<file path="src/sv/gbc_pkg.sv">
// Shared types, constants and register codes of the bilinear colormap upscaler.
`default_nettype none

package gbc_pkg;

    // Default block size in pixels.
    localparam int SCALE_X_DEF = 4;
    localparam int SCALE_Y_DEF = 4;

    // Q16.16 unit.
    localparam int ONE_Q = 65536;

    // Division lanes: each divider needs ten steps plus a load and a hand-off.
    localparam int DIV_STEPS = 10;
    localparam int STEP_W    = 4;
    localparam int NUM_LANES = 12;
    localparam int LANE_W    = $clog2(NUM_LANES);

    // Datapath widths, sized for the largest block of 8 by 8 pixels.
    localparam int PROD_W = 40;
    localparam int N_W    = 40;
    localparam int X_W    = 41;
    localparam int A_W    = 48;
    localparam int B_W    = 40;
    localparam int REM_W  = A_W - 1;
    localparam int DEN_W  = B_W - 1 + DIV_STEPS - 1;
    localparam int Q_W    = DIV_STEPS;
    localparam int R_W    = 12;

    // Palette indices.
    localparam logic [7:0] COLOR_BASE        = 8'd30;
    localparam logic [7:0] COLOR_MID         = 8'd135;
    localparam logic [7:0] COLOR_WHITE       = 8'd254;
    localparam logic [7:0] COLOR_OXIDE       = 8'd5;
    localparam logic [7:0] COLOR_NITRIDE     = 8'd250;
    localparam logic [7:0] COLOR_WHITE_ALT   = 8'd0;
    localparam logic [7:0] COLOR_OXIDE_ALT   = 8'd255;
    localparam logic [7:0] COLOR_SAT_HIGH    = 8'd255;

    typedef enum logic [2:0] {
        CFG_MARKER  = 3'd0,
        CFG_LOW     = 3'd1,
        CFG_HIGH    = 3'd2,
        CFG_CLIP    = 3'd3,
        CFG_PALETTE = 3'd4
    } cfg_reg_t;

    typedef enum logic [1:0] {
        LANE_IDLE,
        LANE_DIV,
        LANE_DONE
    } lane_state_t;

    typedef struct packed {
        logic signed [31:0] corner_top_left;
        logic signed [31:0] corner_top_right;
        logic signed [31:0] corner_bottom_right;
        logic signed [31:0] corner_bottom_left;
    } item_t;

    typedef struct packed {
        logic [2:0] sub_col;
        logic [2:0] sub_row;
        logic [7:0] color_index;
        logic       last_pixel;
    } pixel_t;

    typedef struct packed {
        logic signed [31:0] marker;
        logic signed [31:0] low;
        logic signed [31:0] high;
        logic               clip;
        logic               alt;
    } cfg_t;

    typedef struct packed {
        logic                  valid;
        logic signed [A_W-1:0] a;
        logic signed [B_W-1:0] b;
        logic                  base30;
        logic                  fixed;
        logic [7:0]            fixed_color;
        logic [2:0]            col;
        logic [2:0]            row;
        logic                  last;
    } job_t;

    typedef struct packed {
        logic   valid;
        pixel_t px;
    } lane_res_t;

endpackage

`default_nettype wire

</file>
<file path="src/sv/gbc_lane.sv">
// One division lane: restoring divider that turns a scaled numerator into a colour index.
`default_nettype none

module gbc_lane (
    input  wire logic              clk,
    input  wire logic              rst_n,
    input  wire logic              load,
    input  wire gbc_pkg::job_t     job,
    input  wire logic              take,
    output logic                   free,
    output gbc_pkg::lane_res_t     res
);

    gbc_pkg::lane_state_t state_reg, state_next;

    logic [gbc_pkg::STEP_W-1:0] step_reg, step_next;
    logic [gbc_pkg::REM_W-1:0]  rem_reg, rem_next;
    logic [gbc_pkg::DEN_W-1:0]  den_reg, den_next;
    logic [gbc_pkg::Q_W-1:0]    q_reg, q_next;
    logic                       neg_reg, base30_reg, fixed_reg;
    logic [7:0]                 fcolor_reg;
    logic [2:0]                 col_reg, row_reg;
    logic                       last_reg;

    logic [gbc_pkg::A_W-1:0]    a_mag;
    logic [gbc_pkg::B_W-1:0]    b_mag;
    logic                       ge;
    logic signed [gbc_pkg::R_W-1:0] q_signed, r_val;
    logic [7:0]                 color;

    assign a_mag = job.a[gbc_pkg::A_W-1] ? gbc_pkg::A_W'(-job.a) : gbc_pkg::A_W'(job.a);
    assign b_mag = job.b[gbc_pkg::B_W-1] ? gbc_pkg::B_W'(-job.b) : gbc_pkg::B_W'(job.b);
    assign ge    = gbc_pkg::DEN_W'(rem_reg) >= den_reg;

    // Next state.
    always_comb
    begin
        state_next = state_reg;
        case (state_reg)
            gbc_pkg::LANE_IDLE:
            begin
                if (load)
                begin
                    state_next = job.fixed ? gbc_pkg::LANE_DONE : gbc_pkg::LANE_DIV;
                end
            end
            gbc_pkg::LANE_DIV:
            begin
                if (step_reg == '0)
                begin
                    state_next = gbc_pkg::LANE_DONE;
                end
            end
            gbc_pkg::LANE_DONE:
            begin
                if (take)
                begin
                    state_next = gbc_pkg::LANE_IDLE;
                end
            end
            default:
            begin
                state_next = gbc_pkg::LANE_IDLE;
            end
        endcase
    end

    // Datapath and outputs.
    always_comb
    begin
        step_next = step_reg;
        rem_next  = rem_reg;
        den_next  = den_reg;
        q_next    = q_reg;
        free      = 1'b0;
        case (state_reg)
            gbc_pkg::LANE_IDLE:
            begin
                free = 1'b1;
                if (load)
                begin
                    step_next = gbc_pkg::STEP_W'(gbc_pkg::DIV_STEPS - 1);
                    rem_next  = gbc_pkg::REM_W'(a_mag);
                    den_next  = {b_mag[gbc_pkg::B_W-2:0], {(gbc_pkg::DIV_STEPS-1){1'b0}}};
                    q_next    = '0;
                end
            end
            gbc_pkg::LANE_DIV:
            begin
                step_next = step_reg - 1'b1;
                if (ge)
                begin
                    rem_next = rem_reg - den_reg[gbc_pkg::REM_W-1:0];
                end
                q_next   = {q_reg[gbc_pkg::Q_W-2:0], ge};
                den_next = den_reg >> 1;
            end
            default:
            begin
                free = 1'b0;
            end
        endcase
    end

    // A quotient too large for ten bits leaves all ones, which saturates either way.
    always_comb
    begin
        q_signed = neg_reg ? -$signed(gbc_pkg::R_W'(q_reg)) : $signed(gbc_pkg::R_W'(q_reg));
        r_val    = q_signed + (base30_reg ? $signed(gbc_pkg::R_W'(gbc_pkg::COLOR_BASE))
                                          : $signed(gbc_pkg::R_W'(0)));
        if (fixed_reg)
        begin
            color = fcolor_reg;
        end
        else if (r_val < 0)
        begin
            color = 8'd0;
        end
        else if (r_val > $signed(gbc_pkg::R_W'(255)))
        begin
            color = gbc_pkg::COLOR_SAT_HIGH;
        end
        else
        begin
            color = r_val[7:0];
        end
    end

    assign res.valid          = (state_reg == gbc_pkg::LANE_DONE);
    assign res.px.sub_col     = col_reg;
    assign res.px.sub_row     = row_reg;
    assign res.px.color_index = color;
    assign res.px.last_pixel  = last_reg;

    always_ff @(posedge clk or negedge rst_n)
    begin
        if (!rst_n)
        begin
            state_reg <= gbc_pkg::LANE_IDLE;
        end
        else
        begin
            state_reg <= state_next;
        end
    end

    always_ff @(posedge clk)
    begin
        step_reg <= step_next;
        rem_reg  <= rem_next;
        den_reg  <= den_next;
        q_reg    <= q_next;
        if (load && state_reg == gbc_pkg::LANE_IDLE)
        begin
            neg_reg    <= (job.a[gbc_pkg::A_W-1] ^ job.b[gbc_pkg::B_W-1]);
            base30_reg <= job.base30;
            fixed_reg  <= job.fixed;
            fcolor_reg <= job.fixed_color;
            col_reg    <= job.col;
            row_reg    <= job.row;
            last_reg   <= job.last;
        end
    end

endmodule

`default_nettype wire

</file>
<file path="config.mk">
export PLATFORM = sky130hd
export DESIGN_NAME = gbc_lane
export DESIGN_NICKNAME = d
export VERILOG_FILES = /design/src/sv/gbc_pkg.sv /design/src/sv/gbc_lane.sv
export SDC_FILE = /design/constraint.sdc
export NUM_CORES = 1
export LEC_CHECK = 0
export BUFFER_PORTS_ARGS = -buffer_cell sky130_fd_sc_hd__buf_2
export CORE_MARGIN = 2
export CORE_UTILIZATION = 35
export CTS_BUF_LIST = sky130_fd_sc_hd__clkbuf_4
export CTS_CLUSTER_DIAMETER = 150
export DETAILED_ROUTE_END_ITERATION = 8
export GPL_TIMING_DRIVEN = 0
export PLACE_DENSITY_LB_ADDON = 0.1
export SLEW_MARGIN = 20
export SYNTH_ARGS = -nofsm -noshare
export SYNTH_HDL_FRONTEND = slang
export SYNTH_SLANG_ARGS = --single-unit
</file>
<file path="constraint.sdc">
create_clock -name clk -period 22.4 [get_ports clk]
set_clock_uncertainty 0.05 [all_clocks]
set_input_delay 4.48 -clock clk [delete_from_list [all_inputs] [get_ports clk]]
set_output_delay 4.48 -clock clk [all_outputs]
set_load 0.05 [all_outputs]
</file>
==> impl_summary.txt <==
----------------------------------------------------
[Critical path]
  R2R depth ... 15
  Required time of the critical path ... between 15 and 20 ns
  Capturing instance or port of the critical path ... res[6]
  Critical Setup Path Class ... reg -> out
  Launching point of the worst reg2reg path ... rem_reg[0]
  Worst-path maximum fanout ... 10
  R2R setup slack ... approximately 17 ns
  Endpoint class of the critical path ... output pin
  Terminus of the critical flop-to-flop path ... rem_reg[22]
  Type of element launching the critical path ... flop
  Launch point of the worst path ... neg_reg
  CP Data Arrival Time ... 4.25 ns

[Route]
  Wire length after detailed routing ... between 30000 and 40000 µm
  Post-detailed-route count of antenna-violating nets ... 0
  Count of TritonRoute iterations in the first routing pass ... 5
  Count of vias placed by the detailed router ... 9303
  DRT iter0 DRCs ... 667
  Count of unresolved DRC violations after routing ... 0
  Wire length per cell ... around 19 µm
  Ratio of routed vias to standard cells ... 5.415

[Clocking]
  Post-cts resize count ... 0
  TritonCTS clock tree ... built
  H-tree depth ... 4
  Post-CTS setup buffers ... 0
  CTS max path bufs ... 2
  CTS root buf ... sky130_fd_sc_hd__clkbuf_4
  Clock network latency to the later pin of the worst-skew pair ... 0.61 ns
  CTS Hold Bufs ... 0
  Number of clock sinks ... ~130
  Clock input transition at the sequential cells of the worst setup and hold paths ... around 0.16 ns
  CTS Buf Count ... 17

[Die]
  Starting density of the core ... between 30% and 40%
  Area of the placeable core ... about 29000 µm²
  Die Ht ... ~180 µm
  Area of the die ... 30890 µm²
  Cell Rows ... just over 60
  IO Pins ... between 100 and 150
  Horizontal extent of the die ... approximately 180 µm

[Placed design]
  Worst slack at placement ... 14.26 ns
  Half-perimeter wire length of the detailed placement result ... approximately 25000 µm
  Port-buffer cells ... approximately 130
  Number of cells after detailed placement ... 1685
  Global placer's final weighted congestion ... slightly below 0.9

[Global route]
  First-pass GRT wire length ... 49780 µm
  Initial antenna violation count ... 1
  Overall overflow remaining after global route ... 0
  Global-route total usage across every layer ... 20.89%
  Vias in the first global route ... roughly 9000
  Largest net degree at the start of global routing ... 28

[Layout]
  Combined flip-flop and latch cell area ... 3864 µm²
  Fillcell total ... roughly 3000
  Area occupied by multi-input gates ... slightly below 6000 µm²
  Synthesis-to-finish area growth ... 14.62%
  Fin cells ... around 1700
  Core occupancy in the finished layout ... roughly two fifths
  Total number of nets in the final design ... between 1000 and 1500
  Layout cell share with drive strength beyond 1 ... between 10% and 20%
  Flip-flop count of the largest register after layout ... 48

[Power and ir drop]
  Maximum VDD drop ... 0.04615 mV
  Cell Pwr Density ... approximately 180 nW/µm²
  Leak Pwr ... approximately 0.0047 µW

[Logic synthesis]
  Number of enable flip-flop cells after synthesis ... between 100 and 150
  Synthesized area per cell ... 8.854 µm²
  Number of standard cells after synthesis ... approximately 1200
  Post-synthesis sequential area ratio ... around 37%
  Mapped Nets ... between 1000 and 1500
  Cell with the most instances after synthesis ... sky130_fd_sc_hd__edfxtp_1
  Dominant cell type by area after synthesis ... sky130_fd_sc_hd__edfxtp_1
  Biggest area contributors in the synthesized netlist ... sky130_fd_sc_hd__edfxtp_1 37%, sky130_fd_sc_hd__ha_1 6.7%, sky130_fd_sc_hd__xor2_1 6.1%, sky130_fd_sc_hd__xnor2_1 4.8%, sky130_fd_sc_hd__o21ai_0 4.7%
  Number of library cell types mapped by synthesis ... 70
  Post-synthesis sequential element count ... approximately 130
  Proportion of synthesized flip-flops having asynchronous set or reset ... 1.550%
  Yosys top cell area share ... a little under two fifths
  Synthesis Warnings ... 0
  Netlist Area Pre-Place ... ~10000 µm²
  Synth Flop Type ... sky130_fd_sc_hd__edfxtp_1
  Post-synth top cells ... 127 x sky130_fd_sc_hd__edfxtp_1, 112 x sky130_fd_sc_hd__nand2_1, 97 x sky130_fd_sc_hd__o21ai_0

[STA]
  Final setup violation count ... 0
  Count of final max-slew check failures ... 0
  Period Utilization, post-route ... 39.21%
  Maximum achievable frequency ... 113.9 MHz
  Final hold violations ... 0
  Clock period minus worst slack ... 8.783 ns
  Worst slack on hold paths ... 0.5089 ns
  PnR worst setup slack ... between 10 and 15 ns
  Worst-Margin Slew ... 1.075 ns
  Remaining max-slew budget at the tightest pin ... 27.66%
  Setup repair after global routing missed its margin ... false
  Sum Neg Setup Slack ... 0 ns

[Min path]
  Path type of the worst min-delay path ... reg -> reg

[Run]
  Max Cap Violations ... 0

[Run status]
  Run status ... completed

----------------------------------------------------
[kinds of logic after synthesis]
logic type,Yosys count,synth area share [%]
flops,129,37.43
compound gates,347,21.59
simple gates,362,17.27
buf+inv,135,5.018
xor+xnor,129,10.94
fa+ha+maj,57,7.054
mux,7,0.7029
[worst max-delay path, stage by stage, from the launching register on]
cell and delay [ns]:
sky130_fd_sc_hd__edfxtp_1 0.43, sky130_fd_sc_hd__clkbuf_1 0.36, sky130_fd_sc_hd__nand2b_1 0.12, sky130_fd_sc_hd__xnor2_1 0.23
sky130_fd_sc_hd__inv_1 0.09, sky130_fd_sc_hd__fa_1 0.43, sky130_fd_sc_hd__inv_1 0.07, sky130_fd_sc_hd__a21o_1 0.12
sky130_fd_sc_hd__a21oi_1 0.10, sky130_fd_sc_hd__nor3_1 0.34, sky130_fd_sc_hd__mux2_2 0.39, sky130_fd_sc_hd__a41oi_1 0.24
sky130_fd_sc_hd__inv_1 0.16, sky130_fd_sc_hd__a221oi_1 0.28, sky130_fd_sc_hd__buf_2 0.32
[report_power, final]
group          leakage (µW)  switching, µW  internal [µW]
clock network      0.000162            111           69.8
registers           0.00127           54.5            452
logic               0.00332            894            500
total               0.00475           1060           1020
[per-stage QoR]
| stage | power (µW) | instance area (µm²) |
|---|---|---|
| 5_1_grt | 2285 | 11830 |
| 6_report | 2082 | 11830 |
| 3_3_place_gp | 1882 | 11430 |
| 3_5_place_dp | 1891 | 11530 |
| 2_1_floorplan | 1524 | 10320 |
| 4_1_cts | 2083 | 11830 |
[layer usage]
metal	vias up	track usage, %	share of wire [%]
met4	0	6.336	2.1
met1	4413	30.71	50
met5	-	0	0
met3	36	2.489	4.9
li1	4585	-	-
met2	269	32.05	43
[area by class of cell]
class | instances | area share [%]
Sequential cell | 129 | 32.65
Antenna cell | 1 | 0.02115
Clock buffer | 17 | 1.079
Multi-Input combinational cell | 902 | 50.35
Timing Repair Buffer | 135 | 5.985
Inverter | 77 | 2.443
Buffer | 58 | 1.935
Tap cell | 384 | 4.060
Clock inverter | 15 | 1.470
[worst min path at each step]
stage	start	end	slack [ns]	cells after the start
global placement	den_reg[18]	den_reg[17]	0.49	2
detailed placement	den_reg[30]	den_reg[29]	0.49	2
CTS	den_reg[13]	den_reg[12]	0.52	2
floorplan	state_reg[1]	state_reg[1]	0.46	1
finish	den_reg[39]	den_reg[38]	0.51	2
global route	den_reg[17]	den_reg[16]	0.55	2
[cells in the final DEF, fill, tap and decap left out, types with 30 or more instances in the layout]
cell / n
sky130_fd_sc_hd__a21oi_1: 85
sky130_fd_sc_hd__o31ai_1: 30
sky130_fd_sc_hd__xor2_1: 72
sky130_fd_sc_hd__nand2_1: 112
sky130_fd_sc_hd__buf_2: 132
sky130_fd_sc_hd__ha_1: 55
sky130_fd_sc_hd__xnor2_1: 57
sky130_fd_sc_hd__nor2_1: 84
sky130_fd_sc_hd__o21ai_0: 97
sky130_fd_sc_hd__edfxtp_1: 127
sky130_fd_sc_hd__a21o_1: 38
sky130_fd_sc_hd__clkbuf_1: 47
sky130_fd_sc_hd__inv_1: 77
Power figures use the tool's default switching activity.
