File: src/sv/gbc_pkg.sv
// Shared types, constants and register codes of the bilinear colormap upscaler.
`default_nettype none

package gbc_pkg;

    // Default block size in pixels.
    localparam int SCALE_X_DEF = 4;
    localparam int SCALE_Y_DEF = 4;

    // Q16.16 unit.
    localparam int ONE_Q = 65536;

    // Division lanes: each divider needs ten steps plus a load and a hand-off.
    localparam int DIV_STEPS = 10;
    localparam int STEP_W    = 4;
    localparam int NUM_LANES = 12;
    localparam int LANE_W    = $clog2(NUM_LANES);

    // Datapath widths, sized for the largest block of 8 by 8 pixels.
    localparam int PROD_W = 40;
    localparam int N_W    = 40;
    localparam int X_W    = 41;
    localparam int A_W    = 48;
    localparam int B_W    = 40;
    localparam int REM_W  = A_W - 1;
    localparam int DEN_W  = B_W - 1 + DIV_STEPS - 1;
    localparam int Q_W    = DIV_STEPS;
    localparam int R_W    = 12;

    // Palette indices.
    localparam logic [7:0] COLOR_BASE        = 8'd30;
    localparam logic [7:0] COLOR_MID         = 8'd135;
    localparam logic [7:0] COLOR_WHITE       = 8'd254;
    localparam logic [7:0] COLOR_OXIDE       = 8'd5;
    localparam logic [7:0] COLOR_NITRIDE     = 8'd250;
    localparam logic [7:0] COLOR_WHITE_ALT   = 8'd0;
    localparam logic [7:0] COLOR_OXIDE_ALT   = 8'd255;
    localparam logic [7:0] COLOR_SAT_HIGH    = 8'd255;

    typedef enum logic [2:0] {
        CFG_MARKER  = 3'd0,
        CFG_LOW     = 3'd1,
        CFG_HIGH    = 3'd2,
        CFG_CLIP    = 3'd3,
        CFG_PALETTE = 3'd4
    } cfg_reg_t;

    typedef enum logic [1:0] {
        LANE_IDLE,
        LANE_DIV,
        LANE_DONE
    } lane_state_t;

    typedef struct packed {
        logic signed [31:0] corner_top_left;
        logic signed [31:0] corner_top_right;
        logic signed [31:0] corner_bottom_right;
        logic signed [31:0] corner_bottom_left;
    } item_t;

    typedef struct packed {
        logic [2:0] sub_col;
        logic [2:0] sub_row;
        logic [7:0] color_index;
        logic       last_pixel;
    } pixel_t;

    typedef struct packed {
        logic signed [31:0] marker;
        logic signed [31:0] low;
        logic signed [31:0] high;
        logic               clip;
        logic               alt;
    } cfg_t;

    typedef struct packed {
        logic                  valid;
        logic signed [A_W-1:0] a;
        logic signed [B_W-1:0] b;
        logic                  base30;
        logic                  fixed;
        logic [7:0]            fixed_color;
        logic [2:0]            col;
        logic [2:0]            row;
        logic                  last;
    } job_t;

    typedef struct packed {
        logic   valid;
        pixel_t px;
    } lane_res_t;

endpackage

`default_nettype wire

File: src/sv/gbc_front.sv
// Pixel sequencer and interpolation pipeline that prepares one division job per pixel.
`default_nettype none

module gbc_front #(
    parameter int SCALE_X = gbc_pkg::SCALE_X_DEF,
    parameter int SCALE_Y = gbc_pkg::SCALE_Y_DEF
) (
    input  wire logic                          clk,
    input  wire logic                          rst_n,
    input  wire gbc_pkg::cfg_t                 cfg,
    input  wire logic                          item_valid,
    output logic                               item_stall,
    input  wire gbc_pkg::item_t                item,
    input  wire logic [gbc_pkg::NUM_LANES-1:0] lane_free,
    output gbc_pkg::job_t                      job,
    output logic [gbc_pkg::LANE_W-1:0]         job_lane
);

    localparam int S = SCALE_X * SCALE_Y;
    localparam logic signed [7:0]  S_C   = 8'(S);
    localparam logic signed [15:0] S30_C = 16'(S * 30);
    localparam logic signed [gbc_pkg::X_W-1:0] CLIP_S = gbc_pkg::X_W'(14 * gbc_pkg::ONE_Q * S);
    localparam logic signed [gbc_pkg::X_W-1:0] C28_S  = gbc_pkg::X_W'(28 * gbc_pkg::ONE_Q * S);
    localparam logic signed [33:0] C28 = 34'(28 * gbc_pkg::ONE_Q);
    localparam logic signed [gbc_pkg::A_W-1:0] SPAN = gbc_pkg::A_W'(210);

    // Config-derived scaling terms, two register levels.
    logic signed [32:0]             d_reg;
    logic signed [33:0]             e_reg;
    logic signed [gbc_pkg::N_W-1:0] lows_reg, highs_reg;
    logic                           dz_reg, ez_reg;
    logic signed [gbc_pkg::B_W-1:0] sd_reg, se_reg;
    logic signed [gbc_pkg::A_W-1:0] sd30_reg;
    logic signed [32:0]             d_next;
    logic signed [33:0]             e_next;

    // Sequencer.
    logic        busy_reg, busy_next;
    logic [2:0]  col_reg, col_next, row_reg, row_next;
    logic        gen_last, adv, emit, accept, dispatch;
    logic signed [31:0] h_tl_reg, h_tr_reg, h_br_reg, h_bl_reg;
    logic        flat_reg, flat_next;
    logic [7:0]  fcol_reg, fcol_next;
    logic signed [33:0] v1x, mk;

    logic [3:0] ci, cj;
    logic [6:0] w_tl, w_tr, w_br, w_bl;

    // Stage 1: products.
    logic p1_valid_reg;
    logic signed [gbc_pkg::PROD_W-1:0] p_tl_reg, p_tr_reg, p_br_reg, p_bl_reg;
    logic [2:0] p1_col_reg, p1_row_reg;
    logic       p1_last_reg, p1_flat_reg;
    logic [7:0] p1_fcol_reg;

    // Stage 2: sum.
    logic p2_valid_reg;
    logic signed [gbc_pkg::N_W-1:0] n_reg, n_next;
    logic [2:0] p2_col_reg, p2_row_reg;
    logic       p2_last_reg, p2_flat_reg;
    logic [7:0] p2_fcol_reg;

    // Stage 3: offset numerator and special colours.
    logic p3_valid_reg;
    logic signed [gbc_pkg::X_W-1:0] x_reg, x_next, n_ext;
    logic       fixed_reg, fixed_next, in_band;
    logic [7:0] fc_reg, fc_next;
    logic [2:0] p3_col_reg, p3_row_reg;
    logic       p3_last_reg;

    // Stage 4: job register.
    gbc_pkg::job_t job_reg, job_next;
    logic [gbc_pkg::LANE_W-1:0] wr_reg, wr_next;

    always_comb
    begin
        d_next = $signed({cfg.high[31], cfg.high}) - $signed({cfg.low[31], cfg.low});
        e_next = 34'(d_next) - C28;
    end

    always_ff @(posedge clk)
    begin
        d_reg     <= d_next;
        e_reg     <= e_next;
        lows_reg  <= cfg.low * S_C;
        highs_reg <= cfg.high * S_C;
        dz_reg    <= (d_next == '0);
        ez_reg    <= (e_next == '0);
        sd_reg    <= gbc_pkg::B_W'(d_reg) * S_C;
        se_reg    <= gbc_pkg::B_W'(e_reg) * S_C;
        sd30_reg  <= gbc_pkg::A_W'(d_reg) * S30_C;
    end

    // Handshake and sequencing.
    assign dispatch   = job_reg.valid && lane_free[wr_reg];
    assign adv        = !job_reg.valid || lane_free[wr_reg];
    assign gen_last   = (col_reg == 3'(SCALE_X - 1)) && (row_reg == 3'(SCALE_Y - 1));
    assign emit       = busy_reg && adv;
    assign item_stall = busy_reg && !(adv && gen_last);
    assign accept     = item_valid && !item_stall;

    // Marker tests without wrap.
    assign v1x = 34'(item.corner_top_left);
    assign mk  = 34'(cfg.marker);

    always_comb
    begin
        flat_next = 1'b1;
        if (v1x == mk - 34'sd65536)
        begin
            fcol_next = cfg.alt ? gbc_pkg::COLOR_OXIDE_ALT : gbc_pkg::COLOR_OXIDE;
        end
        else if (v1x == mk - 34'sd131072)
        begin
            fcol_next = gbc_pkg::COLOR_NITRIDE;
        end
        else if (v1x == mk)
        begin
            fcol_next = cfg.alt ? gbc_pkg::COLOR_WHITE_ALT : gbc_pkg::COLOR_WHITE;
        end
        else
        begin
            flat_next = 1'b0;
            fcol_next = gbc_pkg::COLOR_BASE;
        end
    end

    always_comb
    begin
        busy_next = busy_reg;
        col_next  = col_reg;
        row_next  = row_reg;
        if (emit)
        begin
            if (gen_last)
            begin
                busy_next = 1'b0;
                col_next  = '0;
                row_next  = '0;
            end
            else if (col_reg == 3'(SCALE_X - 1))
            begin
                col_next = '0;
                row_next = row_reg + 1'b1;
            end
            else
            begin
                col_next = col_reg + 1'b1;
            end
        end
        if (accept)
        begin
            busy_next = 1'b1;
        end
    end

    assign ci   = 4'(SCALE_X) - {1'b0, col_reg};
    assign cj   = 4'(SCALE_Y) - {1'b0, row_reg};
    assign w_tl = 7'(ci) * 7'(cj);
    assign w_tr = 7'(col_reg) * 7'(cj);
    assign w_br = 7'(col_reg) * 7'(row_reg);
    assign w_bl = 7'(ci) * 7'(row_reg);

    assign n_next = p_tl_reg + p_tr_reg + p_br_reg + p_bl_reg;

    // Stage 3: linear or clipped numerator; flat, mid-band and zero-span pixels bypass division.
    always_comb
    begin
        n_ext   = gbc_pkg::X_W'(n_reg);
        in_band = (n_ext > -CLIP_S) && (n_ext < CLIP_S);
        fixed_next = 1'b1;
        fc_next    = gbc_pkg::COLOR_BASE;
        if (cfg.clip)
        begin
            x_next = gbc_pkg::X_W'(highs_reg) - n_ext - (n_reg[gbc_pkg::N_W-1] ? C28_S : '0);
            if (p2_flat_reg)
            begin
                fc_next = p2_fcol_reg;
            end
            else if (in_band)
            begin
                fc_next = gbc_pkg::COLOR_MID;
            end
            else if (!ez_reg)
            begin
                fixed_next = 1'b0;
            end
        end
        else
        begin
            x_next = n_ext - gbc_pkg::X_W'(lows_reg);
            if (p2_flat_reg)
            begin
                fc_next = p2_fcol_reg;
            end
            else if (!dz_reg)
            begin
                fixed_next = 1'b0;
            end
        end
    end

    always_comb
    begin
        job_next             = job_reg;
        job_next.valid       = p3_valid_reg;
        job_next.a           = gbc_pkg::A_W'(x_reg) * SPAN + (cfg.clip ? '0 : sd30_reg);
        job_next.b           = cfg.clip ? se_reg : sd_reg;
        job_next.base30      = cfg.clip;
        job_next.fixed       = fixed_reg;
        job_next.fixed_color = fc_reg;
        job_next.col         = p3_col_reg;
        job_next.row         = p3_row_reg;
        job_next.last        = p3_last_reg;
    end

    always_comb
    begin
        wr_next = wr_reg;
        if (dispatch)
        begin
            wr_next = (wr_reg == gbc_pkg::LANE_W'(gbc_pkg::NUM_LANES - 1)) ? '0 : wr_reg + 1'b1;
        end
    end

    always_ff @(posedge clk or negedge rst_n)
    begin
        if (!rst_n)
        begin
            busy_reg     <= 1'b0;
            col_reg      <= '0;
            row_reg      <= '0;
            p1_valid_reg <= 1'b0;
            p2_valid_reg <= 1'b0;
            p3_valid_reg <= 1'b0;
            job_reg      <= '0;
            wr_reg       <= '0;
        end
        else
        begin
            busy_reg <= busy_next;
            col_reg  <= col_next;
            row_reg  <= row_next;
            wr_reg   <= wr_next;
            if (adv)
            begin
                p1_valid_reg <= busy_reg;
                p2_valid_reg <= p1_valid_reg;
                p3_valid_reg <= p2_valid_reg;
                job_reg      <= job_next;
            end
        end
    end

    always_ff @(posedge clk)
    begin
        if (accept)
        begin
            h_tl_reg <= item.corner_top_left;
            h_tr_reg <= item.corner_top_right;
            h_br_reg <= item.corner_bottom_right;
            h_bl_reg <= item.corner_bottom_left;
            flat_reg <= flat_next;
            fcol_reg <= fcol_next;
        end
        if (adv)
        begin
            p_tl_reg    <= h_tl_reg * $signed({1'b0, w_tl});
            p_tr_reg    <= h_tr_reg * $signed({1'b0, w_tr});
            p_br_reg    <= h_br_reg * $signed({1'b0, w_br});
            p_bl_reg    <= h_bl_reg * $signed({1'b0, w_bl});
            p1_col_reg  <= col_reg;
            p1_row_reg  <= row_reg;
            p1_last_reg <= gen_last;
            p1_flat_reg <= flat_reg;
            p1_fcol_reg <= fcol_reg;

            n_reg       <= n_next;
            p2_col_reg  <= p1_col_reg;
            p2_row_reg  <= p1_row_reg;
            p2_last_reg <= p1_last_reg;
            p2_flat_reg <= p1_flat_reg;
            p2_fcol_reg <= p1_fcol_reg;

            x_reg       <= x_next;
            fixed_reg   <= fixed_next;
            fc_reg      <= fc_next;
            p3_col_reg  <= p2_col_reg;
            p3_row_reg  <= p2_row_reg;
            p3_last_reg <= p2_last_reg;
        end
    end

    assign job      = job_reg;
    assign job_lane = wr_reg;

endmodule

`default_nettype wire

File: config.mk
export PLATFORM = sky130hd
export DESIGN_NAME = gbc_front
export DESIGN_NICKNAME = d
export VERILOG_FILES = /design/src/sv/gbc_pkg.sv /design/src/sv/gbc_front.sv
export SDC_FILE = /design/constraint.sdc
export NUM_CORES = 2
export LEC_CHECK = 0
export ABC_CLOCK_PERIOD_IN_PS = 18390
export BUFFER_PORTS_ARGS = -buffer_cell sky130_fd_sc_hd__buf_2
export CAP_MARGIN = 20
export CORE_MARGIN = 8
export CORE_UTILIZATION = 40
export CTS_CLUSTER_SIZE = 30
export DETAILED_ROUTE_END_ITERATION = 6
export PLACE_DENSITY = 0.67
export SLEW_MARGIN = 15
export SYNTH_ARGS = -nofsm -noshare
export SYNTH_HDL_FRONTEND = slang
export SYNTH_SLANG_ARGS = --single-unit
File: constraint.sdc
create_clock -name clk -period 18.39 [get_ports clk]
set_input_delay 2.7585 -clock clk [delete_from_list [all_inputs] [get_ports clk]]
set_output_delay 2.7585 -clock clk [all_outputs]
set_load 0.01 [all_outputs]
==> results.txt <==
Largest net degree at the start of global routing = 179
Reg-to-Reg Start = col_reg[0]
Worst slew pin tran = 1050 ps
Crit. End Element = register
Min-delay worst type = reg2reg
Cells after Synth = 7707
I/O pin cnt = 352
Initial drt markers = 2999
Max Root-Sink Buffers = 3
Prevailing post-synth register cell = edfxtp_1
Hold-critical path endpoint = se_reg[30]
Register area share after synthesis = 25.7%
Share of cells above drive strength 1 = 7.16%
Synth cell types = 79
Post-Syn Area per Cell = 9.67 sq um
CTS buffer count = 87
Flip-flop count of the largest register after layout = 97
Root buf cell = clkbuf_16
Most common cell after layout, fill and taps aside = inv_1
Biggest area consumer among synthesized cells = fa_1
Buf/Inv on CP = 6
TNS Setup = 0 ps
Max Cap Viol = 0
Status = complete, no violations
Post-synth EDFFs = 411
Remaining global-route overflow = 0
Hold buffer count at CTS = 0
Reg2reg end = p_tl_reg[39]
Slew Limit Fails = 0
Hold path startpoint = e_reg[26]
Final setup fails = 0
Placeable Area = 0.185 sq mm
Reg2Reg Setup Slack = 9110 ps
CP max stage cell = buf_4
Worst-path clk slew = 60 ps
Synth Register Bits = 723
Post-CTS setup buffer count = 0
Yosys top cell area share = 23.2%
Post-CTS resize count = 0
Delay of the slowest critical-path stage = 570 ps
Number of global-route vias before repair = 56000
1st-pass router iterations = 5
Crit path launch type = register
Fin crit period = 9280 ps
Worst Path Arrival = 9720 ps
DR WL/cell = 18.1 um
Unrepaired setup endpoints after global routing = false
Floorplan row count = 158
Critical path data required time = 18830 ps
Top cell by count, worst path = fa_1
Max Fclk = 108 MHz
Number of antenna violations at the first check in global routing = 51
Area Growth Syn to Fin = 10.3%
Ys Warns = 0
Total wire length = 191000 um
DRC errors left = 0
Ys async rst share = 15.4%
Final net count = 9903
Via count = 53200
Die width = 448 um
Mapped Area = 0.0745 sq mm
Number of routed nets with antenna violations = 0
Post-DP HPWL = 157000 um
Clock tree sinks = 723
Tcrit/Tclk final = 50.4%
Via/cell ratio = 5.02
Worst setup path category = reg2reg
IO Port Bufs = 346
H-tree depth = 3
Total GRT Usage = 19.0%
First-pass GRT wire length = 302000 um
Die height = 448 um
Register-to-Register Path Depth = 33
CTS tree = done
Initial core utilization = 40.2%
Worst Skew = 46.2 ps
Critical Path Fanout Max = 70
Routability Congestion = 0.902
Skew-Pair Late Insertion Delay = 740 ps
Die ar. = 0.200 sq mm
CP top delay family = adder cells
Hold Vio Cnt, Final = 0
Top cells by area, synth = fa_1, edfxtp_1, ha_1, inv_1, dfxtp_1
Worst hold path cell count = 0
Max-slew headroom = 29.0%
Commonest non-fill, non-tap cells in the layout = inv_1, fa_1, ha_1
## metal layers
layer	vias to the layer above	wire length [um]	global-route usage, %
met5	-	0	0
met4	0	9200	7.72
met3	363	7690	2.34
met2	1160	97300	34.8
met1	26200	77300	22.6
li1	25500	-	-
## worst reg2reg max path: cells and delay by family (launching register included)
family | cells | cell delay [ps]
AOI/OAI and AO/OA | 8 | 1610
xor gates and xnor gates | 3 | 550
adders and majority gates | 9 | 3590
buffers and inverters | 6 | 1430
DFF | 1 | 330
and+or+nand+nor | 7 | 1500
## logic make-up (layout without fill, tap and decap cells)
family / Yosys count / after routing / share of synthesized area, %
compound gates: 1162 / 1162 / 9.65
xor+xnor: 460 / 460 / 5.41
fa+ha+maj: 1644 / 1644 / 36.3
buf+inv: 1641 / 2020 / 8.31
flops: 723 / 723 / 25.7
mux: 31 / 31 / 0.475
other cells: 1 / 18 / 0.00503
simple gates: 2045 / 2045 / 14.2
## layout make-up
| type | count | area (sq um) |
|---|---|---|
| Clock buffer | 111 | 2360 |
| Tap cell | 2480 | 3100 |
| Sequential cell | 723 | 19100 |
| Antenna cell | 13 | 32.5 |
| Timing Repair Buffer | 380 | 2020 |
| Inverter | 1479 | 5560 |
| Multi-Input combinational cell | 5347 | 49300 |
| Fill cell | 17600 | 103000 |
| Clock inverter | 50 | 708 |
## through the flow
stage	cells	hold WS (ps)	cell area, sq um	setup WS, ps	util [%]
CTS	10600	327	82100	9000	44.3
global placement	10400	311	79100	9240	42.7
floorplan	7711	310	74500	6260	-
finish	10600	328	82200	9110	44.4
global route	10600	333	82200	8550	44.4
detailed placement	10400	313	79100	9050	42.7
## Yosys cell counts, types with 28 or more instances
library cell and n:
inv_1 1478, fa_1 864, ha_1 780, nand2_1 599, and2_1 508, edfxtp_1 411, a21oi_1 387, xnor2_1 321
nor2_1 268, o21ai_0 264, dfxtp_1 201, nor2b_1 193, a21o_1 178, clkbuf_1 145, xor2_1 139, dfrtp_1 111
and3_1 101, nand3_1 90, nor3_1 70, nand2b_1 61, o21a_1 55, o21bai_1 53, nand4_1 36, a31oi_1 31
o31ai_1 28
## how the worst max path moves through the flow
stage,endpoint,cells past startpoint,slack [ps],startpoint
finish,p_tl_reg[39],33,9110,col_reg[0]
global route,p_tl_reg[39],33,8550,col_reg[0]
CTS,p_bl_reg[38],26,9000,col_reg[0]
detailed placement,p_bl_reg[38],26,9050,col_reg[0]
global placement,p_tl_reg[38],32,9240,col_reg[0]
floorplan,fc_reg[0],7,6260,lane_free[9]
Power is left out: the tool's default activity adds up to more than one toggle a clock period on the data nets, which glitch-free logic cannot reach.
