`src/sv/gbc_pkg.sv`:
```
// Shared types, constants and register codes of the bilinear colormap upscaler.
`default_nettype none

package gbc_pkg;

    // Default block size in pixels.
    localparam int SCALE_X_DEF = 4;
    localparam int SCALE_Y_DEF = 4;

    // Q16.16 unit.
    localparam int ONE_Q = 65536;

    // Division lanes: each divider needs ten steps plus a load and a hand-off.
    localparam int DIV_STEPS = 10;
    localparam int STEP_W    = 4;
    localparam int NUM_LANES = 12;
    localparam int LANE_W    = $clog2(NUM_LANES);

    // Datapath widths, sized for the largest block of 8 by 8 pixels.
    localparam int PROD_W = 40;
    localparam int N_W    = 40;
    localparam int X_W    = 41;
    localparam int A_W    = 48;
    localparam int B_W    = 40;
    localparam int REM_W  = A_W - 1;
    localparam int DEN_W  = B_W - 1 + DIV_STEPS - 1;
    localparam int Q_W    = DIV_STEPS;
    localparam int R_W    = 12;

    // Palette indices.
    localparam logic [7:0] COLOR_BASE        = 8'd30;
    localparam logic [7:0] COLOR_MID         = 8'd135;
    localparam logic [7:0] COLOR_WHITE       = 8'd254;
    localparam logic [7:0] COLOR_OXIDE       = 8'd5;
    localparam logic [7:0] COLOR_NITRIDE     = 8'd250;
    localparam logic [7:0] COLOR_WHITE_ALT   = 8'd0;
    localparam logic [7:0] COLOR_OXIDE_ALT   = 8'd255;
    localparam logic [7:0] COLOR_SAT_HIGH    = 8'd255;

    typedef enum logic [2:0] {
        CFG_MARKER  = 3'd0,
        CFG_LOW     = 3'd1,
        CFG_HIGH    = 3'd2,
        CFG_CLIP    = 3'd3,
        CFG_PALETTE = 3'd4
    } cfg_reg_t;

    typedef enum logic [1:0] {
        LANE_IDLE,
        LANE_DIV,
        LANE_DONE
    } lane_state_t;

    typedef struct packed {
        logic signed [31:0] corner_top_left;
        logic signed [31:0] corner_top_right;
        logic signed [31:0] corner_bottom_right;
        logic signed [31:0] corner_bottom_left;
    } item_t;

    typedef struct packed {
        logic [2:0] sub_col;
        logic [2:0] sub_row;
        logic [7:0] color_index;
        logic       last_pixel;
    } pixel_t;

    typedef struct packed {
        logic signed [31:0] marker;
        logic signed [31:0] low;
        logic signed [31:0] high;
        logic               clip;
        logic               alt;
    } cfg_t;

    typedef struct packed {
        logic                  valid;
        logic signed [A_W-1:0] a;
        logic signed [B_W-1:0] b;
        logic                  base30;
        logic                  fixed;
        logic [7:0]            fixed_color;
        logic [2:0]            col;
        logic [2:0]            row;
        logic                  last;
    } job_t;

    typedef struct packed {
        logic   valid;
        pixel_t px;
    } lane_res_t;

endpackage

`default_nettype wire

```
`src/sv/gbc_merge.sv`:
```
// Merging stage: collects lane results in issue order into the output register.
`default_nettype none

module gbc_merge (
    input  wire logic                          clk,
    input  wire logic                          rst_n,
    input  wire gbc_pkg::lane_res_t            res [gbc_pkg::NUM_LANES],
    output logic [gbc_pkg::NUM_LANES-1:0]      take,
    output logic                               pixel_valid,
    input  wire logic                          pixel_stall,
    output gbc_pkg::pixel_t                    pixel
);

    logic [gbc_pkg::LANE_W-1:0] rd_reg, rd_next;
    logic                       out_valid_reg, out_valid_next;
    gbc_pkg::pixel_t            out_reg;
    logic                       grab;

    assign grab = res[rd_reg].valid && (!out_valid_reg || !pixel_stall);

    always_comb
    begin
        take = '0;
        take[rd_reg] = grab;
        rd_next = rd_reg;
        if (grab)
        begin
            rd_next = (rd_reg == gbc_pkg::LANE_W'(gbc_pkg::NUM_LANES - 1)) ? '0 : rd_reg + 1'b1;
        end
        out_valid_next = grab || (out_valid_reg && pixel_stall);
    end

    always_ff @(posedge clk or negedge rst_n)
    begin
        if (!rst_n)
        begin
            rd_reg        <= '0;
            out_valid_reg <= 1'b0;
        end
        else
        begin
            rd_reg        <= rd_next;
            out_valid_reg <= out_valid_next;
        end
    end

    always_ff @(posedge clk)
    begin
        if (grab)
        begin
            out_reg <= res[rd_reg].px;
        end
    end

    assign pixel_valid = out_valid_reg;
    assign pixel       = out_reg;

endmodule

`default_nettype wire

```
`config.mk`:
```
export PLATFORM = sky130hd
export DESIGN_NAME = gbc_merge
export DESIGN_NICKNAME = d
export VERILOG_FILES = /design/src/sv/gbc_pkg.sv /design/src/sv/gbc_merge.sv
export SDC_FILE = /design/constraint.sdc
export NUM_CORES = 1
export LEC_CHECK = 0
export BUFFER_PORTS_ARGS = -buffer_cell sky130_fd_sc_hd__buf_4
export CAP_MARGIN = 20
export CORE_MARGIN = 8
export CORE_UTILIZATION = 35
export DETAILED_ROUTE_END_ITERATION = 8
export PLACE_DENSITY_LB_ADDON = 0.25
export SETUP_SLACK_MARGIN = 0.05
export SKIP_CTS_REPAIR_TIMING = 1
export SYNTH_ARGS = -nofsm -noshare
export SYNTH_HDL_FRONTEND = slang
export SYNTH_SLANG_ARGS = --single-unit
```
`constraint.sdc`:
```
create_clock -name clk -period 2.4 [get_ports clk]
set_input_delay 0.24 -clock clk [delete_from_list [all_inputs] [get_ports clk]]
set_output_delay 0.24 -clock clk [all_outputs]
set_load 0.005 [all_outputs]
```
==> out/summary.txt, run 1 <==
FLOORPLAN
------------------------------------------------------------------------------------
Initial standard-cell utilization of the core .........................        0.361
Total number of placement rows ........................................           30
Die Area ..............................................................     9910 µm²
Core box area .........................................................     6760 µm²
Total I/O pin count ...................................................          223
Chip Height ...........................................................      99.5 µm
Die span in x .........................................................      99.5 µm

STA
------------------------------------------------------------------------------------
Measured slew at the worst slew-check pin .............................       854 ps
Smallest hold slack ...................................................       307 ps
Post-route clock skew .................................................      2.34 ps
Final Hold Vio Count ..................................................            0
Smallest setup slack after layout .....................................       139 ps
Setup violators final .................................................            0
Relative slew slack ...................................................        0.431
Period utilization ....................................................        0.942
Slew Limit Fails ......................................................            0
Total negative setup slack ............................................         0 ps
Peak clock frequency supported by timing ..............................    0.442 GHz
RSZ-0062 raised after global routing ..................................           no
Clock period minus worst slack ........................................      2260 ps

YOSYS
------------------------------------------------------------------------------------
Cell variety after synth ..............................................           38
Share of the yosys chip area belonging to registers ...................        0.236
Avg Cell Area, Syn ....................................................     12.7 µm²
Total of flip-flops plus latches after synthesis ......................           20
Share of flip-flops with an asynchronous set or reset after synthesis .        0.250
Post-synth EDFFs ......................................................           15
Cell area after technology mapping ....................................     2440 µm²
Synthesized net count .................................................          392
Number of synthesis warnings ..........................................            0
Count of mapped cells out of synthesis ................................          193
Most instantiated flip-flop cell in the synthesis netlist .............     edfxtp_1

LAYOUT
------------------------------------------------------------------------------------
Max FFs per register ..................................................           15
Ratio of cells with drive above 1 in the final layout .................        0.711
Total inserted antenna cells ..........................................            0
FF/Latch Area .........................................................      581 µm²
Non-filler cells, final ...............................................          492
Leading cell type in the layout, fill and taps excluded ...............        buf_4
Area taken by multi-input logic gates .................................     1710 µm²
# nets final ..........................................................          612
Fill cell instance count of the final layout ..........................          549
Area growth syn-to-layout .............................................        76.5%
Leading cell types in the layout, fill and taps excluded .............. 232 x buf_4, 47 x mux4_2, 17 x inv_1

CLOCKING
------------------------------------------------------------------------------------
TritonCTS buffer count ................................................            3
TritonCTS sink count ..................................................           20
Maximum clock insertion buffer count ..................................            2
Root buffer selected by CTS ...........................................     clkbuf_8
CTS tree ..............................................................         done
Number of levels in the clock H-tree ..................................            1
Clock Pin Slew Worst Setup and Hold Paths .............................        80 ps
Source-to-sink clock delay at the later pin of the worst-skew pair ....       260 ps

POWER AND IR DROP
------------------------------------------------------------------------------------
Switching power summed over all nets ..................................      1.71 mW
Portion of total power attributed to sequential cells .................        0.183
Power density of the placed cells .....................................  1000 nW/µm²
Maximum resistive drop on vdd .........................................     0.525 mV
Clock network fraction of total power .................................        0.081
Static leakage power ..................................................      2.04 nW
Logic gate share of total power .......................................        0.737
Fraction of power spent switching nets ................................        0.397
Internal ..............................................................      2.60 mW

ROUTE
------------------------------------------------------------------------------------
Remaining DRCs ........................................................            0
DR iter-0 viols .......................................................          216
Overall routed net length .............................................     11600 µm
Residual antenna-violating net count after detailed routing ...........            0
Vias ..................................................................         2729
Iteration count of the initial detailed-routing pass ..................            5
Via/cell ratio ........................................................         5.55
Routed wire length per instance .......................................      23.5 µm

CRITICAL PATH
------------------------------------------------------------------------------------
Crit path arrival time ................................................      2020 ps
Category of the most critical setup path ..............................   reg -> out
Endpoint kind of the worst setup timing path .......................... primary output
Category of the worst setup path launch point .........................         flop
Required time worst endpoint ..........................................      2160 ps
Top fanout value on the critical path .................................            4

GRT
------------------------------------------------------------------------------------
Pin count of the biggest net entering global routing ..................           43
Number of global-route vias before repair .............................         3074
Antenna violations before repair ......................................            0
Gr ovfl total .........................................................            0
Global-route wire length before repair ................................     17200 µm
Tot GR Track Use ......................................................        0.224

PLACE
------------------------------------------------------------------------------------
Worst slack, placed ...................................................       273 ps
Number of port buffers ................................................          222
Count of placed standard cells including taps .........................          486
RD Place Congestion ...................................................        0.935
HPWL after detailed placement .........................................     10100 µm

RUN
------------------------------------------------------------------------------------
Max Cap Violations ....................................................            0

STATUS
------------------------------------------------------------------------------------
Outcome ...............................................................    completed

MIN PATH
------------------------------------------------------------------------------------
Worst hold path class .................................................    in -> reg

-- synthesized netlist by cell type, drive strengths merged, types with 4 or more instances --
library cell / n / share of area
dfrtp: 5 / 0.051
buf: 10 / 0.025
ha: 4 / 0.020
clkbuf: 10 / 0.015
nor4b: 4 / 0.014
edfxtp: 15 / 0.18
mux4: 47 / 0.43
nand2: 7 / 0.011
mux2i: 16 / 0.066
inv: 17 / 0.026
nand3: 4 / 0.0082
o22ai: 15 / 0.038
and2: 10 / 0.027
-- cell type report --
class / count / area share
repair buffers: 235 / 0.414
multi-input cells: 135 / 0.396
flip-flops and latches: 20 / 0.135
well taps: 80 / 0.0232
inverters: 18 / 0.0157
clock buffers: 3 / 0.00958
clock inverters: 1 / 0.00696
-- through the flow --
stage / total power, mW / utilization / cell area, µm²
global placement: 3.89 / 0.624 / 4210
finish: 4.31 / 0.638 / 4310
detailed placement: 3.96 / 0.624 / 4210
global route: 4.62 / 0.638 / 4310
floorplan: 2.88 / - / 2450
CTS: 4.31 / 0.634 / 4290
-- path summary, 6_finish.rpt --
kind                        startpoint  slack (ps)          end  cells after the start
min in group asynchronous        rst_n         320    rd_reg[3]                      2
max in group asynchronous        rst_n        1950    rd_reg[0]                      2
max reg2reg                  rd_reg[1]         250     pixel[2]                      5
min reg2reg                pixel_valid         660  pixel_valid                      2
max                          rd_reg[1]         140      take[9]                      6
min                        pixel_stall         310  pixel_valid                      3
-- power by group through the flow --
stage	Clock (mW)	Sequential, mW	Combinational, mW
2_1_floorplan	0	0.750	2.13
3_3_place_gp	0	0.786	3.11
3_5_place_dp	0	0.799	3.16
4_1_cts	0.351	0.789	3.17
5_1_grt	0.363	0.811	3.44
6_report	0.347	0.787	3.18
-- layer usage --
layer / global-route usage / vias up / wire length [µm]
li1: - / 1236 / -
met1: 0.265 / 1346 / 4310
met2: 0.382 / 135 / 5950
met3: 0.0768 / 12 / 1140
met4: 0.0524 / 0 / 185
met5: 0 / - / 0
-- worst max-delay path: stages (launching register included) --
cell and delay [ps]:
dfrtp_2 410, mux4_2 510, o22a_1 220, buf_4 150, and2_4 160, and4_1 180, buf_4 130
-- cells by family (layout without fill, tap and decap cells) --
kind of cell | after synthesis | in the layout | share of synthesized area
muxes | 64 | 64 | 0.504
DFF | 20 | 20 | 0.236
AOI/OAI and AO/OA | 28 | 28 | 0.0768
and+or+nand+nor | 39 | 39 | 0.0953
buffers and inverters | 38 | 257 | 0.0681
adders and majority gates | 4 | 4 | 0.0205
(Power assumes the default switching activity.)
==> inputs of run 2 (changes only) <==
--- a/config.mk
+++ b/config.mk
@@ -5,11 +5,11 @@
 export SDC_FILE = /design/constraint.sdc
 export NUM_CORES = 1
 export LEC_CHECK = 0
-export BUFFER_PORTS_ARGS = -buffer_cell sky130_fd_sc_hd__buf_4
 export CAP_MARGIN = 20
 export CORE_MARGIN = 8
-export CORE_UTILIZATION = 35
+export CORE_UTILIZATION = 42
 export DETAILED_ROUTE_END_ITERATION = 8
+export DONT_BUFFER_PORTS = 1
 export PLACE_DENSITY_LB_ADDON = 0.25
 export SETUP_SLACK_MARGIN = 0.05
 export SKIP_CTS_REPAIR_TIMING = 1
==> run 2 against run 1 <==
  * Flip-flop and latch count unchanged
  * Worst hold slack got worse by 78 ps
  * Total power shrank 13%
  * Non-clock buffer count shrank 224
  * Combinational power fell by 21%
  * Global-route usage is 1.2 points lower
  * Register-to-register slack about the same
  * Maximum frequency grew 1.3%
  * Cell count is 47% lower
  * Critical path type unchanged
  * Largest cell class is now multi-input gates
==> out/summary.txt, run 2 (synthesis results as in run 1) <==
STATUS
---------------------------------------------------------------------------------
Outcome ............................................................    completed

FLOORPLAN
---------------------------------------------------------------------------------
Total number of placement rows .....................................           27   -10%
Initial standard-cell utilization of the core ......................        0.438   +0.0767
Core box area ......................................................     5570 µm²   -17%
Die span in x ......................................................      92.3 µm   -7.3%
Total I/O pin count ................................................          223   unchanged
Chip Height ........................................................      92.3 µm   -7.3%
Die Area ...........................................................     8510 µm²   -14%

LAYOUT
---------------------------------------------------------------------------------
Leading cell type in the layout, fill and taps excluded ............       mux4_2
Final core utilization .............................................        0.472   -0.166
Leading cell types in the layout, fill and taps excluded ........... 47 x mux4_2, 16 x mux2i_1, 16 x inv_1
Ratio of cells with drive above 1 in the final layout ..............        0.378   -0.334
Max FFs per register ...............................................           15   unchanged
# nets final .......................................................          388   -37%
Area growth syn-to-layout ..........................................        7.79%

POWER AND IR DROP
---------------------------------------------------------------------------------
Power density of the placed cells ..................................  1430 nW/µm²   +43%
Maximum resistive drop on vdd ......................................     0.927 mV   +76%
Static leakage power ...............................................     0.955 nW   -53%

CLOCKING
---------------------------------------------------------------------------------
Number of levels in the clock H-tree ...............................            1   unchanged
Root buffer selected by CTS ........................................     clkbuf_8
TritonCTS sink count ...............................................           20   unchanged
Source-to-sink clock delay at the later pin of the worst-skew pair .       260 ps   about the same
Maximum clock insertion buffer count ...............................            2   unchanged
TritonCTS buffer count .............................................            3   unchanged
CTS tree ...........................................................         done
Clock Pin Slew Worst Setup and Hold Paths ..........................        80 ps   about the same

ROUTE
---------------------------------------------------------------------------------
Residual antenna-violating net count after detailed routing ........            0   unchanged
DR iter-0 viols ....................................................          121   -44%
Overall routed net length ..........................................      9620 µm   -17%
Remaining DRCs .....................................................            0   unchanged
Vias ...............................................................         1865   -32%
Via/cell ratio .....................................................         7.15   +29%
Routed wire length per instance ....................................      36.9 µm   +57%
Iteration count of the initial detailed-routing pass ...............            4   -1

STA
---------------------------------------------------------------------------------
Smallest setup slack after layout ..................................       168 ps   +29.3 ps
Setup violators final ..............................................            0   unchanged
Peak clock frequency supported by timing ...........................    0.448 GHz   +1.3%
RSZ-0062 raised after global routing ...............................           no
Final Hold Vio Count ...............................................            0   unchanged
Period utilization .................................................        0.930   -0.0122
Measured slew at the worst slew-check pin ..........................       641 ps   -213 ps
Relative slew slack ................................................        0.572   +0.142
Smallest hold slack ................................................       228 ps   -78.2 ps
Post-route clock skew ..............................................      3.75 ps   +1.41 ps
Total negative setup slack .........................................         0 ps   unchanged
Clock period minus worst slack .....................................      2230 ps   -29.3 ps
Slew Limit Fails ...................................................            0   unchanged

MIN PATH
---------------------------------------------------------------------------------
Worst hold path class ..............................................    in -> reg

CRITICAL PATH
---------------------------------------------------------------------------------
Endpoint kind of the worst setup timing path ....................... primary output
Category of the most critical setup path ...........................   reg -> out
Setup slack on the worst flop-to-flop path .........................       240 ps   about the same
Category of the worst setup path launch point ......................         flop
Crit path arrival time .............................................      1990 ps   -30 ps
Top fanout value on the critical path ..............................            5   +1
Required time worst endpoint .......................................      2160 ps   about the same

RUN
---------------------------------------------------------------------------------
Max Cap Violations .................................................            0   unchanged

GRT
---------------------------------------------------------------------------------
Antenna violations before repair ...................................            3   +3
Number of global-route vias before repair ..........................         2072   -33%
Tot GR Track Use ...................................................        0.212   -0.0118
Pin count of the biggest net entering global routing ...............           33   -23%
Gr ovfl total ......................................................            0   unchanged
Global-route wire length before repair .............................     13800 µm   -20%

PLACE
---------------------------------------------------------------------------------
Number of port buffers .............................................            0   -100%
HPWL after detailed placement ......................................      8360 µm   -17%
RD Place Congestion ................................................        0.824   -12%
Worst slack, placed ................................................       306 ps   +32.4 ps

-- run 2: changes by cell type in the layout (fill, tap and decap cells not counted) --
cell        change
buf_4         -224
clkinvlp_4      +1
diode_2         +1
inv_1           -1
nor4b_1         -1
nor4b_2         +1
-- run 2: critical path: stages (launching register included) --
cell and delay, ps:
dfrtp_2 460, mux4_2 340, o22a_1 230, nand3b_1 220
nor4b_1 310, buf_4 170
-- run 2: report_power, final --
part / internal [mW] / leakage (nW) / switching [mW] / total [mW]
logic: 1.29 / 0.721 / 1.23 / 2.51
registers: 0.675 / 0.198 / 0.238 / 0.913
clock network: 0.222 / 0.0357 / 0.114 / 0.336
-- run 2: worst paths after layout --
check                       startpoint           to  cells after the start
max reg2reg                  rd_reg[1]    pixel[12]                      6
max                          rd_reg[1]      take[8]                      5
min                        pixel_stall  pixel_valid                      2
min reg2reg                pixel_valid  pixel_valid                      2
max in group asynchronous        rst_n    rd_reg[0]                      1
min in group asynchronous        rst_n    rd_reg[2]                      1
-- run 2: per-stage QoR --
stage | cells | area [µm²] | total power, mW
2_1_floorplan | 193 | 2450 | 2.88
3_3_place_gp | 254 | 2520 | 3.34
3_5_place_dp | 254 | 2520 | 3.39
4_1_cts | 258 | 2590 | 3.74
5_1_grt | 261 | 2630 | 4.05
6_report | 261 | 2630 | 3.76
-- run 2: metal layers --
metal  track usage  wire, µm
met1         0.247      3490
met2         0.359      4960
met3        0.0896      1060
met4        0.0403        91
met5             0        23
-- run 2: layout make-up --
type | instances | area (µm²)
Sequential cell | 20 | 581
Timing Repair Buffer | 11 | 101
Clock inverter | 1 | 30.0
Multi-Input combinational cell | 135 | 1720
Tap cell | 72 | 90.1
Antenna cell | 1 | 2.50
Inverter | 18 | 71.3
Fill cell | 513 | 2940
Clock buffer | 3 | 41.3
